==> src/hw/rtl/cbm_pkg.sv <==
`timescale 1ns / 1ps

package cbm_pkg;

    localparam logic [2:0] REGION_RAM_EN   = 3'b000;
    localparam logic [2:0] REGION_ROM_BANK = 3'b001;
    localparam logic [2:0] REGION_BANK_SEL = 3'b010;
    localparam logic [2:0] REGION_LATCH    = 3'b011;
    localparam logic [2:0] REGION_WINDOW   = 3'b101;

    localparam logic [3:0] RAM_EN_KEY = 4'hA;

    localparam logic [7:0] SEL_RTC_SEC  = 8'h08;
    localparam logic [7:0] SEL_RTC_MIN  = 8'h09;
    localparam logic [7:0] SEL_RTC_HOUR = 8'h0A;
    localparam logic [7:0] SEL_RTC_DAY  = 8'h0B;
    localparam logic [7:0] SEL_RTC_CTRL = 8'h0C;
    localparam logic [7:0] SEL_RAM_LAST = 8'h03;

    localparam logic [7:0] SEC_MAX    = 8'd59;
    localparam logic [7:0] HOUR_MAX   = 8'd23;
    localparam logic [7:0] CTRL_MASK  = 8'hC1;
    localparam logic [7:0] BYTE_IDLE  = 8'hFF;
    localparam logic [6:0] ROM_BANK_MIN = 7'd1;

    localparam int RTC_REGS = 5;

    typedef struct packed {
        logic        action;
        logic [15:0] address;
        logic [7:0]  write_data;
    } req_item_t;

    typedef struct packed {
        logic [7:0]  read_data;
        logic        read_from_sram;
        logic        sram_write;
        logic [12:0] sram_offset;
        logic [7:0]  sram_wdata;
        logic [6:0]  rom_bank_now;
        logic [1:0]  ram_bank_now;
    } rsp_item_t;

endpackage

==> src/hw/rtl/cbm_if.sv <==
`timescale 1ns / 1ps

interface cbm_req_if;
    logic        valid;
    logic        ready;
    logic        action;
    logic [15:0] address;
    logic [7:0]  write_data;

    modport source (output valid, action, address, write_data, input ready);
    modport sink (input valid, action, address, write_data, output ready);
endinterface

interface cbm_rsp_if;
    logic        valid;
    logic        ready;
    logic [7:0]  read_data;
    logic        read_from_sram;
    logic        sram_write;
    logic [12:0] sram_offset;
    logic [7:0]  sram_wdata;
    logic [6:0]  rom_bank_now;
    logic [1:0]  ram_bank_now;

    modport source (output valid, read_data, read_from_sram, sram_write, sram_offset,
                    sram_wdata, rom_bank_now, ram_bank_now, input ready);
    modport sink (input valid, read_data, read_from_sram, sram_write, sram_offset,
                  sram_wdata, rom_bank_now, ram_bank_now, output ready);
endinterface

==> src/hw/rtl/cbm_in_stage.sv <==
`timescale 1ns / 1ps

module cbm_in_stage
    import cbm_pkg::*;
(
    input  logic       clk,
    input  logic       rst_n,
    cbm_req_if.sink    req,
    input  logic       advance,
    output logic       item_valid,
    output req_item_t  item
);

    logic      valid_reg;
    logic      valid_next;
    req_item_t item_reg;
    logic      take;

    assign req.ready  = !valid_reg || advance;
    assign take       = req.valid && req.ready;
    assign valid_next = take ? 1'b1 : (advance ? 1'b0 : valid_reg);

    always_ff @(posedge clk or negedge rst_n)
    begin
        if (!rst_n)
        begin
            valid_reg <= 1'b0;
        end
        else
        begin
            valid_reg <= valid_next;
        end
    end

    always_ff @(posedge clk)
    begin
        if (take)
        begin
            item_reg <= '{action: req.action, address: req.address,
                          write_data: req.write_data};
        end
    end

    assign item_valid = valid_reg;
    assign item       = item_reg;

endmodule

==> src/hw/rtl/cbm_core.sv <==
`timescale 1ns / 1ps

module cbm_core
    import cbm_pkg::*;
(
    input  logic       clk,
    input  logic       rst_n,
    input  logic       cfg_we,
    input  logic       cfg_wdata,
    input  logic       advance,
    input  req_item_t  item,
    output rsp_item_t  result
);

    logic       sram_present_reg;
    logic       ram_en_reg, ram_en_next;
    logic [6:0] rom_bank_reg, rom_bank_next;
    logic [7:0] bank_sel_reg, bank_sel_next;
    logic [1:0] ram_bank_reg, ram_bank_next;
    logic       latch_prev_reg, latch_prev_next;
    logic       latched_reg, latched_next;
    logic [5:0] sec_reg, sec_next;
    logic [5:0] min_reg, min_next;
    logic [4:0] hour_reg, hour_next;
    logic [8:0] day_reg, day_next;
    logic [7:0] ctrl_reg, ctrl_next;
    logic [7:0] copy_reg [RTC_REGS];
    logic [7:0] copy_next [RTC_REGS];

    logic [7:0] live [RTC_REGS];
    logic [7:0] live_val;
    logic [7:0] copy_val;
    logic       rtc_sel;
    logic [7:0] val;
    logic [7:0] ctrl_masked;
    logic [6:0] rom_req;

    assign live[0] = {2'b00, sec_reg};
    assign live[1] = {2'b00, min_reg};
    assign live[2] = {3'b000, hour_reg};
    assign live[3] = day_reg[7:0];
    assign live[4] = ctrl_reg;

    assign rtc_sel     = bank_sel_reg inside {[SEL_RTC_SEC:SEL_RTC_CTRL]};
    assign val         = item.write_data;
    assign ctrl_masked = val & CTRL_MASK;
    assign rom_req     = val[6:0];

    always_comb
    begin
        case (bank_sel_reg)
            SEL_RTC_SEC:  begin live_val = live[0]; copy_val = copy_reg[0]; end
            SEL_RTC_MIN:  begin live_val = live[1]; copy_val = copy_reg[1]; end
            SEL_RTC_HOUR: begin live_val = live[2]; copy_val = copy_reg[2]; end
            SEL_RTC_DAY:  begin live_val = live[3]; copy_val = copy_reg[3]; end
            default:      begin live_val = live[4]; copy_val = copy_reg[4]; end
        endcase
    end

    always_comb
    begin
        ram_en_next     = ram_en_reg;
        rom_bank_next   = rom_bank_reg;
        bank_sel_next   = bank_sel_reg;
        ram_bank_next   = ram_bank_reg;
        latch_prev_next = latch_prev_reg;
        latched_next    = latched_reg;
        sec_next        = sec_reg;
        min_next        = min_reg;
        hour_next       = hour_reg;
        day_next        = day_reg;
        ctrl_next       = ctrl_reg;
        copy_next       = copy_reg;
        result          = '0;

        if (!item.action)
        begin
            if (!ram_en_reg)
            begin
                result.read_data = BYTE_IDLE;
            end
            else if (rtc_sel)
            begin
                result.read_data = latched_reg ? copy_val : live_val;
            end
            else if (sram_present_reg)
            begin
                result.read_from_sram = 1'b1;
                result.sram_offset    = item.address[12:0];
            end
            else
            begin
                result.read_data = BYTE_IDLE;
            end
        end
        else
        begin
            case (item.address[15:13])
                REGION_RAM_EN:
                begin
                    ram_en_next = (val[3:0] == RAM_EN_KEY);
                end
                REGION_ROM_BANK:
                begin
                    rom_bank_next = (rom_req == 7'd0) ? ROM_BANK_MIN : rom_req;
                end
                REGION_BANK_SEL:
                begin
                    if (val <= SEL_RAM_LAST)
                    begin
                        bank_sel_next = val;
                        ram_bank_next = val[1:0];
                    end
                    else if (val inside {[SEL_RTC_SEC:SEL_RTC_CTRL]})
                    begin
                        bank_sel_next = val;
                    end
                end
                REGION_LATCH:
                begin
                    if (!latch_prev_reg && val[0])
                    begin
                        copy_next    = live;
                        latched_next = 1'b1;
                    end
                    latch_prev_next = val[0];
                end
                REGION_WINDOW:
                begin
                    if (ram_en_reg)
                    begin
                        case (bank_sel_reg)
                            SEL_RTC_SEC:  sec_next  = (val > SEC_MAX) ? SEC_MAX[5:0] : val[5:0];
                            SEL_RTC_MIN:  min_next  = (val > SEC_MAX) ? SEC_MAX[5:0] : val[5:0];
                            SEL_RTC_HOUR: hour_next = (val > HOUR_MAX) ? HOUR_MAX[4:0] : val[4:0];
                            SEL_RTC_DAY:  day_next  = {day_reg[8], val};
                            SEL_RTC_CTRL:
                            begin
                                day_next  = {ctrl_masked[0], day_reg[7:0]};
                                ctrl_next = ctrl_masked;
                            end
                            default:
                            begin
                                if (sram_present_reg)
                                begin
                                    result.sram_write  = 1'b1;
                                    result.sram_offset = item.address[12:0];
                                    result.sram_wdata  = val;
                                end
                            end
                        endcase
                    end
                end
                default:
                begin
                end
            endcase
        end

        result.rom_bank_now = rom_bank_next;
        result.ram_bank_now = ram_bank_next;
    end

    always_ff @(posedge clk or negedge rst_n)
    begin
        if (!rst_n)
        begin
            sram_present_reg <= 1'b1;
        end
        else if (cfg_we)
        begin
            sram_present_reg <= cfg_wdata;
        end
    end

    always_ff @(posedge clk or negedge rst_n)
    begin
        if (!rst_n)
        begin
            ram_en_reg     <= 1'b0;
            rom_bank_reg   <= ROM_BANK_MIN;
            bank_sel_reg   <= '0;
            ram_bank_reg   <= '0;
            latch_prev_reg <= 1'b0;
            latched_reg    <= 1'b0;
            sec_reg        <= '0;
            min_reg        <= '0;
            hour_reg       <= '0;
            day_reg        <= '0;
            ctrl_reg       <= '0;
            for (int i = 0; i < RTC_REGS; i++)
            begin
                copy_reg[i] <= '0;
            end
        end
        else if (advance)
        begin
            ram_en_reg     <= ram_en_next;
            rom_bank_reg   <= rom_bank_next;
            bank_sel_reg   <= bank_sel_next;
            ram_bank_reg   <= ram_bank_next;
            latch_prev_reg <= latch_prev_next;
            latched_reg    <= latched_next;
            sec_reg        <= sec_next;
            min_reg        <= min_next;
            hour_reg       <= hour_next;
            day_reg        <= day_next;
            ctrl_reg       <= ctrl_next;
            copy_reg       <= copy_next;
        end
    end

endmodule

==> src/hw/rtl/cbm_out_stage.sv <==
`timescale 1ns / 1ps

module cbm_out_stage
    import cbm_pkg::*;
(
    input  logic       clk,
    input  logic       rst_n,
    input  logic       advance,
    input  rsp_item_t  result,
    output logic       busy,
    cbm_rsp_if.source  rsp
);

    logic      valid_reg;
    logic      valid_next;
    rsp_item_t result_reg;

    assign valid_next = advance ? 1'b1 : (rsp.ready ? 1'b0 : valid_reg);

    always_ff @(posedge clk or negedge rst_n)
    begin
        if (!rst_n)
        begin
            valid_reg <= 1'b0;
        end
        else
        begin
            valid_reg <= valid_next;
        end
    end

    always_ff @(posedge clk)
    begin
        if (advance)
        begin
            result_reg <= result;
        end
    end

    // stage can load when empty or when its transfer completes this cycle
    assign busy               = valid_reg && !rsp.ready;
    assign rsp.valid          = valid_reg;
    assign rsp.read_data      = result_reg.read_data;
    assign rsp.read_from_sram = result_reg.read_from_sram;
    assign rsp.sram_write     = result_reg.sram_write;
    assign rsp.sram_offset    = result_reg.sram_offset;
    assign rsp.sram_wdata     = result_reg.sram_wdata;
    assign rsp.rom_bank_now   = result_reg.rom_bank_now;
    assign rsp.ram_bank_now   = result_reg.ram_bank_now;

endmodule

==> src/hw/rtl/cartridge_bank_mapper_rtc_unit.sv <==
`timescale 1ns / 1ps

// channel  | direction | contents
// ---------+-----------+-------------------------------------------------------
// req      | in        | action, address, write_data
// rsp      | out       | read_data, read_from_sram, sram_write, sram_offset,
//          |           | sram_wdata, rom_bank_now, ram_bank_now
// cfg      | in        | cfg_we, cfg_wdata (sram_present)
//
// one access per clock sustained while rsp is ready; a result passes through the request
// register, then the decode and mapper state update, then the result register
// reset (rst_n low) clears all mapper and clock state, rom bank to 1, sram_present to 1
// a stalled rsp holds its result while req still takes one more access into its register

module cartridge_bank_mapper_rtc_unit
    import cbm_pkg::*;
(
    input  logic       clk,
    input  logic       rst_n,
    input  logic       cfg_we,
    input  logic       cfg_wdata,
    cbm_req_if.sink    req,
    cbm_rsp_if.source  rsp
);

    logic      item_valid;
    req_item_t item;
    rsp_item_t result;
    logic      out_busy;
    logic      advance;

    assign advance = item_valid && !out_busy;

    cbm_in_stage u_in_stage (
        .clk        (clk),
        .rst_n      (rst_n),
        .req        (req),
        .advance    (advance),
        .item_valid (item_valid),
        .item       (item)
    );

    cbm_core u_core (
        .clk       (clk),
        .rst_n     (rst_n),
        .cfg_we    (cfg_we),
        .cfg_wdata (cfg_wdata),
        .advance   (advance),
        .item      (item),
        .result    (result)
    );

    cbm_out_stage u_out_stage (
        .clk     (clk),
        .rst_n   (rst_n),
        .advance (advance),
        .result  (result),
        .busy    (out_busy),
        .rsp     (rsp)
    );

    a_rom_bank_nonzero: assert property (@(posedge clk) disable iff (!rst_n)
        rsp.valid |-> rsp.rom_bank_now != 7'd0)
        else $error("rom bank zero on result");

    a_sram_exclusive: assert property (@(posedge clk) disable iff (!rst_n)
        rsp.valid |-> !(rsp.read_from_sram && rsp.sram_write))
        else $error("sram read and write in one result");

    a_sram_read_no_data: assert property (@(posedge clk) disable iff (!rst_n)
        rsp.valid && rsp.read_from_sram |-> rsp.read_data == 8'd0)
        else $error("register data on sram read");

    a_advance_needs_room: assert property (@(posedge clk) disable iff (!rst_n)
        advance |=> rsp.valid)
        else $error("result lost after advance");

endmodule
==> src/flat_wrapper.sv <==
// flat-port wrapper written by rule: the top's interface ports become plain ports
module cartridge_bank_mapper_rtc_unit_flat import cbm_pkg::*;
  (clk, rst_n, cfg_we, cfg_wdata, req_valid, req_action, req_address, req_write_data, req_ready, rsp_valid, rsp_read_data, rsp_read_from_sram, rsp_sram_write, rsp_sram_offset, rsp_sram_wdata, rsp_rom_bank_now, rsp_ram_bank_now, rsp_ready);
  cbm_req_if req_i ();
  cbm_rsp_if rsp_i ();
  input  logic clk;
  input  logic rst_n;
  input  logic cfg_we;
  input  logic cfg_wdata;
  input wire logic [$bits(req_i.valid)-1:0] req_valid;
  input wire logic [$bits(req_i.action)-1:0] req_action;
  input wire logic [$bits(req_i.address)-1:0] req_address;
  input wire logic [$bits(req_i.write_data)-1:0] req_write_data;
  output wire logic [$bits(req_i.ready)-1:0] req_ready;
  output wire logic [$bits(rsp_i.valid)-1:0] rsp_valid;
  output wire logic [$bits(rsp_i.read_data)-1:0] rsp_read_data;
  output wire logic [$bits(rsp_i.read_from_sram)-1:0] rsp_read_from_sram;
  output wire logic [$bits(rsp_i.sram_write)-1:0] rsp_sram_write;
  output wire logic [$bits(rsp_i.sram_offset)-1:0] rsp_sram_offset;
  output wire logic [$bits(rsp_i.sram_wdata)-1:0] rsp_sram_wdata;
  output wire logic [$bits(rsp_i.rom_bank_now)-1:0] rsp_rom_bank_now;
  output wire logic [$bits(rsp_i.ram_bank_now)-1:0] rsp_ram_bank_now;
  input wire logic [$bits(rsp_i.ready)-1:0] rsp_ready;
  assign req_i.valid = req_valid;
  assign req_i.action = req_action;
  assign req_i.address = req_address;
  assign req_i.write_data = req_write_data;
  assign req_ready = req_i.ready;
  assign rsp_valid = rsp_i.valid;
  assign rsp_read_data = rsp_i.read_data;
  assign rsp_read_from_sram = rsp_i.read_from_sram;
  assign rsp_sram_write = rsp_i.sram_write;
  assign rsp_sram_offset = rsp_i.sram_offset;
  assign rsp_sram_wdata = rsp_i.sram_wdata;
  assign rsp_rom_bank_now = rsp_i.rom_bank_now;
  assign rsp_ram_bank_now = rsp_i.ram_bank_now;
  assign rsp_i.ready = rsp_ready;
  cartridge_bank_mapper_rtc_unit u_core (.clk(clk), .rst_n(rst_n), .cfg_we(cfg_we), .cfg_wdata(cfg_wdata), .req(req_i), .rsp(rsp_i));
endmodule
==> config.mk <==
export PLATFORM = sky130hd
export DESIGN_NAME = cartridge_bank_mapper_rtc_unit_flat
export DESIGN_NICKNAME = d
export VERILOG_FILES = /design/src/hw/rtl/cbm_pkg.sv /design/src/hw/rtl/cbm_if.sv /design/src/hw/rtl/cbm_in_stage.sv /design/src/hw/rtl/cbm_core.sv /design/src/hw/rtl/cbm_out_stage.sv /design/src/hw/rtl/cartridge_bank_mapper_rtc_unit.sv /design/src/flat_wrapper.sv
export SDC_FILE = /design/constraint.sdc
export NUM_CORES = 1
export LEC_CHECK = 0
export ABC_CLOCK_PERIOD_IN_PS = 3050
export BUFFER_PORTS_ARGS = -buffer_cell sky130_fd_sc_hd__buf_2
export CAP_MARGIN = 15
export CORE_MARGIN = 10
export CORE_UTILIZATION = 55
export DETAILED_ROUTE_END_ITERATION = 6
export PLACE_DENSITY = 0.76
export RECOVER_POWER = 25
export REMOVE_ABC_BUFFERS = 1
export SYNTH_ARGS = -nofsm -noshare
export SYNTH_HDL_FRONTEND = slang
export SYNTH_HIERARCHICAL = 1
export SYNTH_SLANG_ARGS = --single-unit
export TNS_END_PERCENT = 30
==> constraint.sdc <==
create_clock -name clk -period 3.05 [get_ports clk]
set_clock_uncertainty 0.1 [all_clocks]
set_input_delay 0.61 -clock clk [delete_from_list [all_inputs] [get_ports clk]]
set_output_delay 0.61 -clock clk [all_outputs]
set_load 0.02 [all_outputs]
==> results of run 1 <==
## synth_stat cells, drive strengths merged (2+ instances only)
cell    instances  share of area [%]
mux2           81                 15
dfrtp          77                 32
edfxtp         65                 32
and2           24                2.6
nor2           15               0.93
mux2i          13                2.1
o21ai          10               0.82
buf             9                1.1
mux4            9                3.3
nand3           7               0.66
a21oi           5               0.41
clkbuf          5               0.37
inv             5               0.31
nand2           5               0.35
nand2b          5               0.64
nand4           5               0.76
or2             5               0.51
nor2b           3               0.56
nor3            3               0.43
nor4            3               0.80
nor4b           3               0.78
a31oi           2               0.21
and3            2               0.21
dfstp           2               0.86
nor3b           2               0.43
o211ai          2               0.25
o31ai           2               0.25
or3             2               0.23
## per-stage QoR
stage	total power, uW	utilization, %
after floorplan	2806	-
after global placement	3040	60.83
after detailed placement	3064	60.83
after CTS	5293	66.75
after global routing	5436	66.66
final	5233	66.66
## layer usage
metal | up-vias | share of wire [%] | global-route usage [%]
met4 | 0 | 1.5 | 5.759
met3 | 16 | 3.7 | 4.436
met5 | - | 0 | 0
met1 | 1774 | 42 | 19.81
met2 | 78 | 53 | 28.66
li1 | 1593 | - | -
## final timing paths
| kind | endpoint | slack (ns) | cells past startpoint |
|---|---|---|---|
| worst max-delay path | u_core/u_out_stage/rsp.read_data[6] | 0.51 | 4 |
| worst min-delay path | u_core/u_in_stage/item[5] | 0.15 | 1 |
| worst max register to register | u_core/u_out_stage/rsp.read_data[6] | 0.51 | 4 |
| worst min register to register | u_core/u_core/rom_bank_reg[1] | 0.41 | 1 |
| max in group asynchronous | u_core/u_core/copy_reg[28] | 1.11 | 1 |
| min in group asynchronous | u_core/u_core/copy_reg[35] | 0.54 | 1 |
## layout make-up
class	instances	share of cell area [%]
Clock inverter	13	2.909
Timing Repair Buffer	80	5.818
Multi-Input combinational cell	216	28.16
Inverter	6	0.3117
Tap cell	140	2.424
Clock buffer	19	5.974
Sequential cell	144	54.41
## worst max-delay path, cell delays in order (launching register included)
cell and delay (ns):
sky130_fd_sc_hd__dfrtp_1 0.40, sky130_fd_sc_hd__nor4b_1 0.65, sky130_fd_sc_hd__a31oi_1 0.18, sky130_fd_sc_hd__o21bai_1 0.65
sky130_fd_sc_hd__o31ai_1 0.26
## where the power goes
part,internal (uW),switching [uW],leakage (uW),total (uW)
logic,245,381,0.00115,626
registers,2270,112,0.00172,2390
clock network,1440,786,0.000299,2220
total,3950,1280,0.00316,5230
## cell usage in the layout, fill, tap and decap left out, drive strengths merged, types with 2 or more instances in the layout
cell      Yosys  layout
mux2         81      81
buf           9      79
dfrtp        77      77
edfxtp       65      65
and2         24      24
clkbuf        5      20
nor2         15      15
mux2i        13      13
o21ai        10      10
mux4          9       9
nand3         7       7
inv           5       7
bufinv        0       5
a21oi         5       5
nand2         5       5
or2           5       5
nand4         5       5
nand2b        5       5
clkinvlp      0       4
clkinv        1       3
nor2b         3       3
nor3          3       3
nor4          3       3
nor4b         3       3
and3          2       2
a31oi         2       2
o31ai         2       2
o211ai        2       2
nor3b         2       2
or3           2       2
dfstp         2       2
## cell families after synthesis
kind of cell | after synthesis | share of synthesized area (%)
flops | 144 | 64.65
mux | 103 | 20.47
simple gates | 90 | 10.84
compound gates | 23 | 2.181
buf+inv | 20 | 1.852
==> flow_results.org, run 1 <==
** Placed design
- Cell Area, Placed :: 6594 um2
- Post-DP HPWL :: 8.473 mm
- Cell count after placement :: 586
- Weighted congestion reported at the end of routability-driven placement :: about 0.8
- Quantity of I/O buffers inserted on ports :: 72
- Setup WS pre-CTS :: 0.6035 ns

** Routing
- For this run, design rule violations remaining after detail routing come to 0.
- Before antenna repair, the detailed router went through 4 iterations.
- Count of vias placed by the detailed router :: about 3500
- Post-detailed-route count of antenna-violating nets :: 0
- After detailed routing, the average wire length per cell comes to roughly 21 um.
- Routed Wire Length :: 12.67 mm
- DRC marker count from the first detailed-route iteration :: approximately 180
- Ratio of routed vias to standard cells :: 5.600

** STA
- Total negative setup slack :: 0 ns
- Setup-failing EPs final :: 0
- After layout, the worst setup slack is 0.5104 ns.
- Unrepaired setup endpoints after global routing :: false
- The clock period could shrink to 2.540 ns.
- Max Freq :: 393.8 MHz
- The final count of hold timing violations was 0.
- The final number of max-transition violations was 80.
- Final period utilization :: a little over four fifths
- Slew at the pin with the worst max-slew slack :: 2.023 ns
- Relative max-transition margin :: -34.85%
- On the final layout, the worst hold slack is roughly 0.15 ns.

** Die
- Die height :: approximately 130 um
- I/O pin count :: 73
- The die is 125.1 um wide.
- The floorplan step defined a core boundary enclosing ~11000 um2.
- The floorplan step defined a die boundary enclosing 15660 um2.
- Number of rows created at floorplan :: 38
- For this configuration, the core starts out at a cell density of 56.09%.

** GRT
- Global-route usage over all layers :: 16.68%
- The via count of the first global-routing pass is 3778.
- The first global-routing pass estimated 20.72 mm of wire.
- GR Overflow Total :: 0
- The initial antenna violation count is 0.
- Entering global routing, the biggest net connects 80 pins.

** Clocking
- Clock network latency to the later pin of the worst-skew pair :: 0.53 ns
- After clock tree synthesis, the clock-pin slew on the worst setup and hold paths is around 0.060 ns.
- Buffers inserted to repair hold after CTS numbered 0.
- Clock Sinks :: 144
- Total setup buffers inserted after CTS :: 0
- Once the clock tree was built, the resizer swapped 0 gates to a different size.
- Maximum buffer depth of the clock tree :: 2
- CTS tree :: built
- The tree is rooted in a sky130_fd_sc_hd__clkbuf_8.
- CTS H-tree lvls :: 4
- Cts bufs inserted :: 17

** Outcome
- Status :: complete, but fails checks
- The checks that failed: max-capacitance violations, max-slew violations.

** Synthesis
- Share of the yosys chip area belonging to registers :: 64.65%
- Post-synthesis average cell area :: 16.00 um2
- Total of flip-flops plus latches after synthesis :: between 100 and 150
- Number of distinct standard cells referenced by the synthesized netlist :: 54
- In this run the cell area of the synthesized design comes to approximately 6000 um2.
- EDFF count, synth :: 65
- The Yosys step of the flow raised 6 warnings.
- After synthesis, the share of flip-flops with an asynchronous set or reset is 54.86%.
- In the synthesized netlist the dominant register cell turns out to be sky130_fd_sc_hd__dfrtp_1.
- Synthesis produced 380 cells.

** Final layout
- The finished layout holds around 600 standard cells, fillers aside.
- Multi-input gate area in the final layout :: roughly 2000 um2
- Flip-flop count of the largest register, all copies and words added :: 28
- Of the cells placed in the final design, the portion with a size suffix greater than 1 is 47.49%.
- Net count of the finished layout :: 496
- The layout has 763 filler cells.
- Registers take about 3900 um2.
- Non-Filler Cell Area, Final :: 7226 um2
- Layout overhead on the synthesized area :: 18.83%
- The number of antenna diodes in the final layout is 0.

** Worst setup path
- The worst setup path is captured at a flop.
- The critical path starts at u_core/u_core/bank_sel_reg[6].
- Crit path kind :: flop to flop
- Peak fanout along the critical path :: 8
- Data on the critical path is required at its endpoint by about 3.2 ns.
- The worst register-to-register path begins at u_core/u_core/bank_sel_reg[6].
- Data arrives at the worst endpoint at 2.66 ns.
- STA classifies the critical path startpoint as a flop.

** Pwr
- Worst ir drop on vdd :: 482.2 uV
- The analysis attributes to cell leakage a power of 0.003163 uW.
- Total power divided by cell area :: ~720 nW/um2

** Worst hold path
- Type of the tightest min-delay check :: primary input to flop
- Worst min-delay path startpoint :: req_write_data[5]

** Job
- Max Cap Violations :: 1
Power figures use the tool's default switching activity.
==> inputs of run 2 (changes only) <==
ABC_CLOCK_PERIOD_IN_PS = 2100   (was 3050)
CORE_UTILIZATION = 52   (was 55)
PLACE_DENSITY = 0.75   (was 0.76)
clock period = 2.1 ns   (was 3.05 ns; I/O delays follow)
==> flow_results.org, run 2 (same netlist as run 1, synthesis figures left out) <==
** Outcome
- The run finished with clean final reports.

** Worst setup path
- The data arrival time of the critical path came to 2.16 ns (-0.50 ns).
- Critical Path RT :: 2.16 ns (-1.01 ns)
- The worst setup path is of the flop to flop kind.
- Register-to-register setup slack :: 0.0005 ns (-0.51 ns)
- The worst register-to-register path begins at u_core/u_in_stage/item[4].
- Depth of the worst register-to-register path :: 4 (unchanged)
- Destination of the worst register-to-register timing path :: u_core/u_out_stage/rsp.ram_bank_now[1]
- Peak fanout along the critical path :: 3 (-5)
- STA classifies the critical path startpoint as a flop.
- The worst setup path is captured at a flop.

** Pwr
- The clock group share of total power was 39.6% (-2.8 points).
- The switching share of power is 25.49% (+1.1 points).
- The leakage power figure was 0.003336 uW (+5.5%).
- The net switching power was 1904 uW (+49%).
- Proportion of power drawn by combinational gates :: 14.1% (+2.1 points)
- Total power divided by cell area :: 991.3 nW/um2 (+37%)
- The internal power contribution came to 5566 uW (+41%).
- Sequential fraction of design power :: 46.3% (+0.7 points)
- The maximum resistive drop on vdd is 499.1 uV (+3.5%).

** Final layout
- Net count of the finished layout :: 529 (+6.7%)
- Proportion of layout cells with a drive suffix above 1 :: 51.27% (+3.8 points)
- The final core utilization was 66.00% (-0.66 points).
- From synthesis to final layout, the design area changed by 23.93%.
- Antenna diode instance count :: 0 (unchanged)
- Most common cell after layout, fill and taps aside :: sky130_fd_sc_hd__mux2_2
- Non-Filler Cell Area, Final :: 7536 um2 (+4.3%)
- Most used cells in the layout excluding fill and tap cells :: 81 x sky130_fd_sc_hd__mux2_2, 77 x sky130_fd_sc_hd__dfrtp_1, 70 x sky130_fd_sc_hd__buf_2
- The flip-flop count of the largest register, all copies and words added was 28 (unchanged).

** Placed design
- Cell Area, Placed :: 6800 um2 (+3.1%)
- The global placement routability congestion came to 0.8629 (+8.4%).
- Quantity of I/O buffers inserted on ports :: 72 (unchanged)
- The placed wire-length estimate came to 9.037 mm (+6.6%).
- The worst-case setup slack after placement is -0.02971 ns (-0.6332 ns).

** STA
- Final Max Tran Viols :: 0 (-100%)
- The final period demand of the worst path is 2.099 ns (-0.4401 ns).
- Setup-failing EPs final :: 0 (unchanged)
- Relative max-transition margin :: 54.88% (+90 points)
- The transition time at the pin with the least slew margin came to 0.6768 ns (-1.346 ns).
- The fraction of the cycle the final worst path needs came to 99.98% (+17 points).
- Final number of hold-violating endpoints :: 0 (unchanged)
- Setup ws final :: 0.0005191 ns (-0.5099 ns)
- The sum of negative setup slack was 0 ns (unchanged).
- The worst hold-check slack is 0.07357 ns (-0.07462 ns).
- Setup repair after global routing could not meet its margin everywhere.
- The fmax came to 476.3 MHz (+21%).

** Routing
- The via density per instance was 5.584 (-0.29%).
- Count of vias placed by the detailed router :: 3652 (+5.5%)
- The number of search-and-repair iterations in the first detailed-routing pass came to 5 (+1).
- The number of DRC markers after the initial detailed-route iteration is 285 (+57%).
- The routed wire length came to 13.33 mm (+5.2%).
- The post-route DRC violation count was 0 (unchanged).
- The count of antenna-violating nets left after detailed routing was 0 (unchanged).
- Post-detailed-route wirelength per cell :: 20.37 um (-0.62%)

** Clocking
- The number of H-tree levels was 4 (unchanged).
- TritonCTS built the clock tree.
- Cts bufs inserted :: 17 (unchanged)
- The tree is rooted in a sky130_fd_sc_hd__clkbuf_16.
- Clock transition at the registers of the reported paths :: 0.06 ns (about the same)
- The worst-skew pair later-pin latency came to 0.42 ns (-0.11 ns).
- Maximum buffer depth of the clock tree :: 2 (unchanged)
- The number of clock sinks is 144 (unchanged).

** GRT
- Maximum number of pins on one net before global-route repair :: 37 (-54%)
- M1 GR Usage :: 20.29% (+0.48 points)
- In this run the most used layer during global routing was met2.
- Via count of the first global-routing pass :: 3872 (+2.5%)
- The initial antenna violation count was 0 (unchanged).
- First-pass GRT wire length :: 21.23 mm (+2.5%)
- Met2 usage in global routing :: 27.69% (-0.97 points)
- The fraction of met3 tracks used by global routing was 4.012% (-0.42 points).
- The total global routing overflow came to 0 (unchanged).
- The global-route usage over all layers came to 16.87% (+0.19 points).

** Worst hold path
- The startpoint identified for the worst hold timing path is req_write_data[7].
- The min-delay analysis places its worst path in the category primary input to flop.
- Worst hold path depth :: 1 (unchanged)
- The worst hold path terminates at u_core/u_in_stage/item[7].

** Die
- Chip Width :: 128.1 um (+2.4%)
- Placeable core area :: 11420 um2 (+5.3%)
- The overall die height is 128.1 um (+2.4%).
- The count of boundary I/O pins came to 73 (unchanged).
- The overall die area is 16420 um2 (+4.8%).
- Starting density of the core :: 53.25% (-2.8 points)
- Number of rows created at floorplan :: 39 (+2.6%)

** Job
- Max Cap Violations :: 0 (-1)
[run 2: per-layer routing]
metal / vias to the layer above / share of wire [%]
met5: - / 0
met1: 1881 / 41
met2: 96 / 52
met4: 0 / 2.5
met3: 19 / 4.7
li1: 1656 / -
[run 2: per-stage QoR]
step | total power [uW] | cells
2_1_floorplan | 4075 | 366
3_3_place_gp | 4457 | 611
3_5_place_dp | 4493 | 611
4_1_cts | 7542 | 654
5_1_grt | 7742 | 654
6_report | 7471 | 654
[run 2: how the worst max path moves through the flow]
stage                             startpoint                                     end  cells after the start
2_1_floorplan   u_core/u_out_stage/rsp.valid               u_core/u_core/copy_reg[0]                      5
3_3_place_gp                       rsp_ready               u_core/u_in_stage/item[0]                      6
6_report           u_core/u_in_stage/item[4]  u_core/u_out_stage/rsp.ram_bank_now[1]                      4
4_1_cts        u_core/u_core/bank_sel_reg[7]                u_core/u_core/min_reg[2]                      5
5_1_grt         u_core/u_out_stage/rsp.valid              u_core/u_core/copy_reg[33]                      7
3_5_place_dp   u_core/u_core/bank_sel_reg[7]               u_core/u_core/hour_reg[4]                      4
[run 2: worst max-delay path: stages (launching register included)]
cell and delay [ns]:
sky130_fd_sc_hd__edfxtp_1 0.39, sky130_fd_sc_hd__or4_4 0.61, sky130_fd_sc_hd__nor3b_4 0.30, sky130_fd_sc_hd__nand3_2 0.14, sky130_fd_sc_hd__mux2_2 0.30
[run 2: final cells by class]
cell class | instances | area (um2)
multi-input combinational | 216 | 2064
sequential | 144 | 3931
inverter | 6 | 22.52
clock inverter | 12 | 133.9
tap | 143 | 178.9
clock buffer | 20 | 456.7
fill | 789 | 3882
timing repair buffer | 113 | 748.2
[run 2: timing repair]
action	in CTS	in global routing
hold buffers	1	0
buffers inserted	8	0
hold endpoints to repair	24	0
cloned	2	0
setup endpoints to repair	14	69
pin swaps	2	2
resized for setup	1	4
[run 2: power groups by stage]
stage               logic [uW]  clock network, uW  registers [uW]
CTS                       1070               3010            3460
floorplan                  407                  0            3670
detailed placement         990                  0            3500
global route              1140               3120            3480
global placement           967                  0            3490
finish                    1060               2960            3460
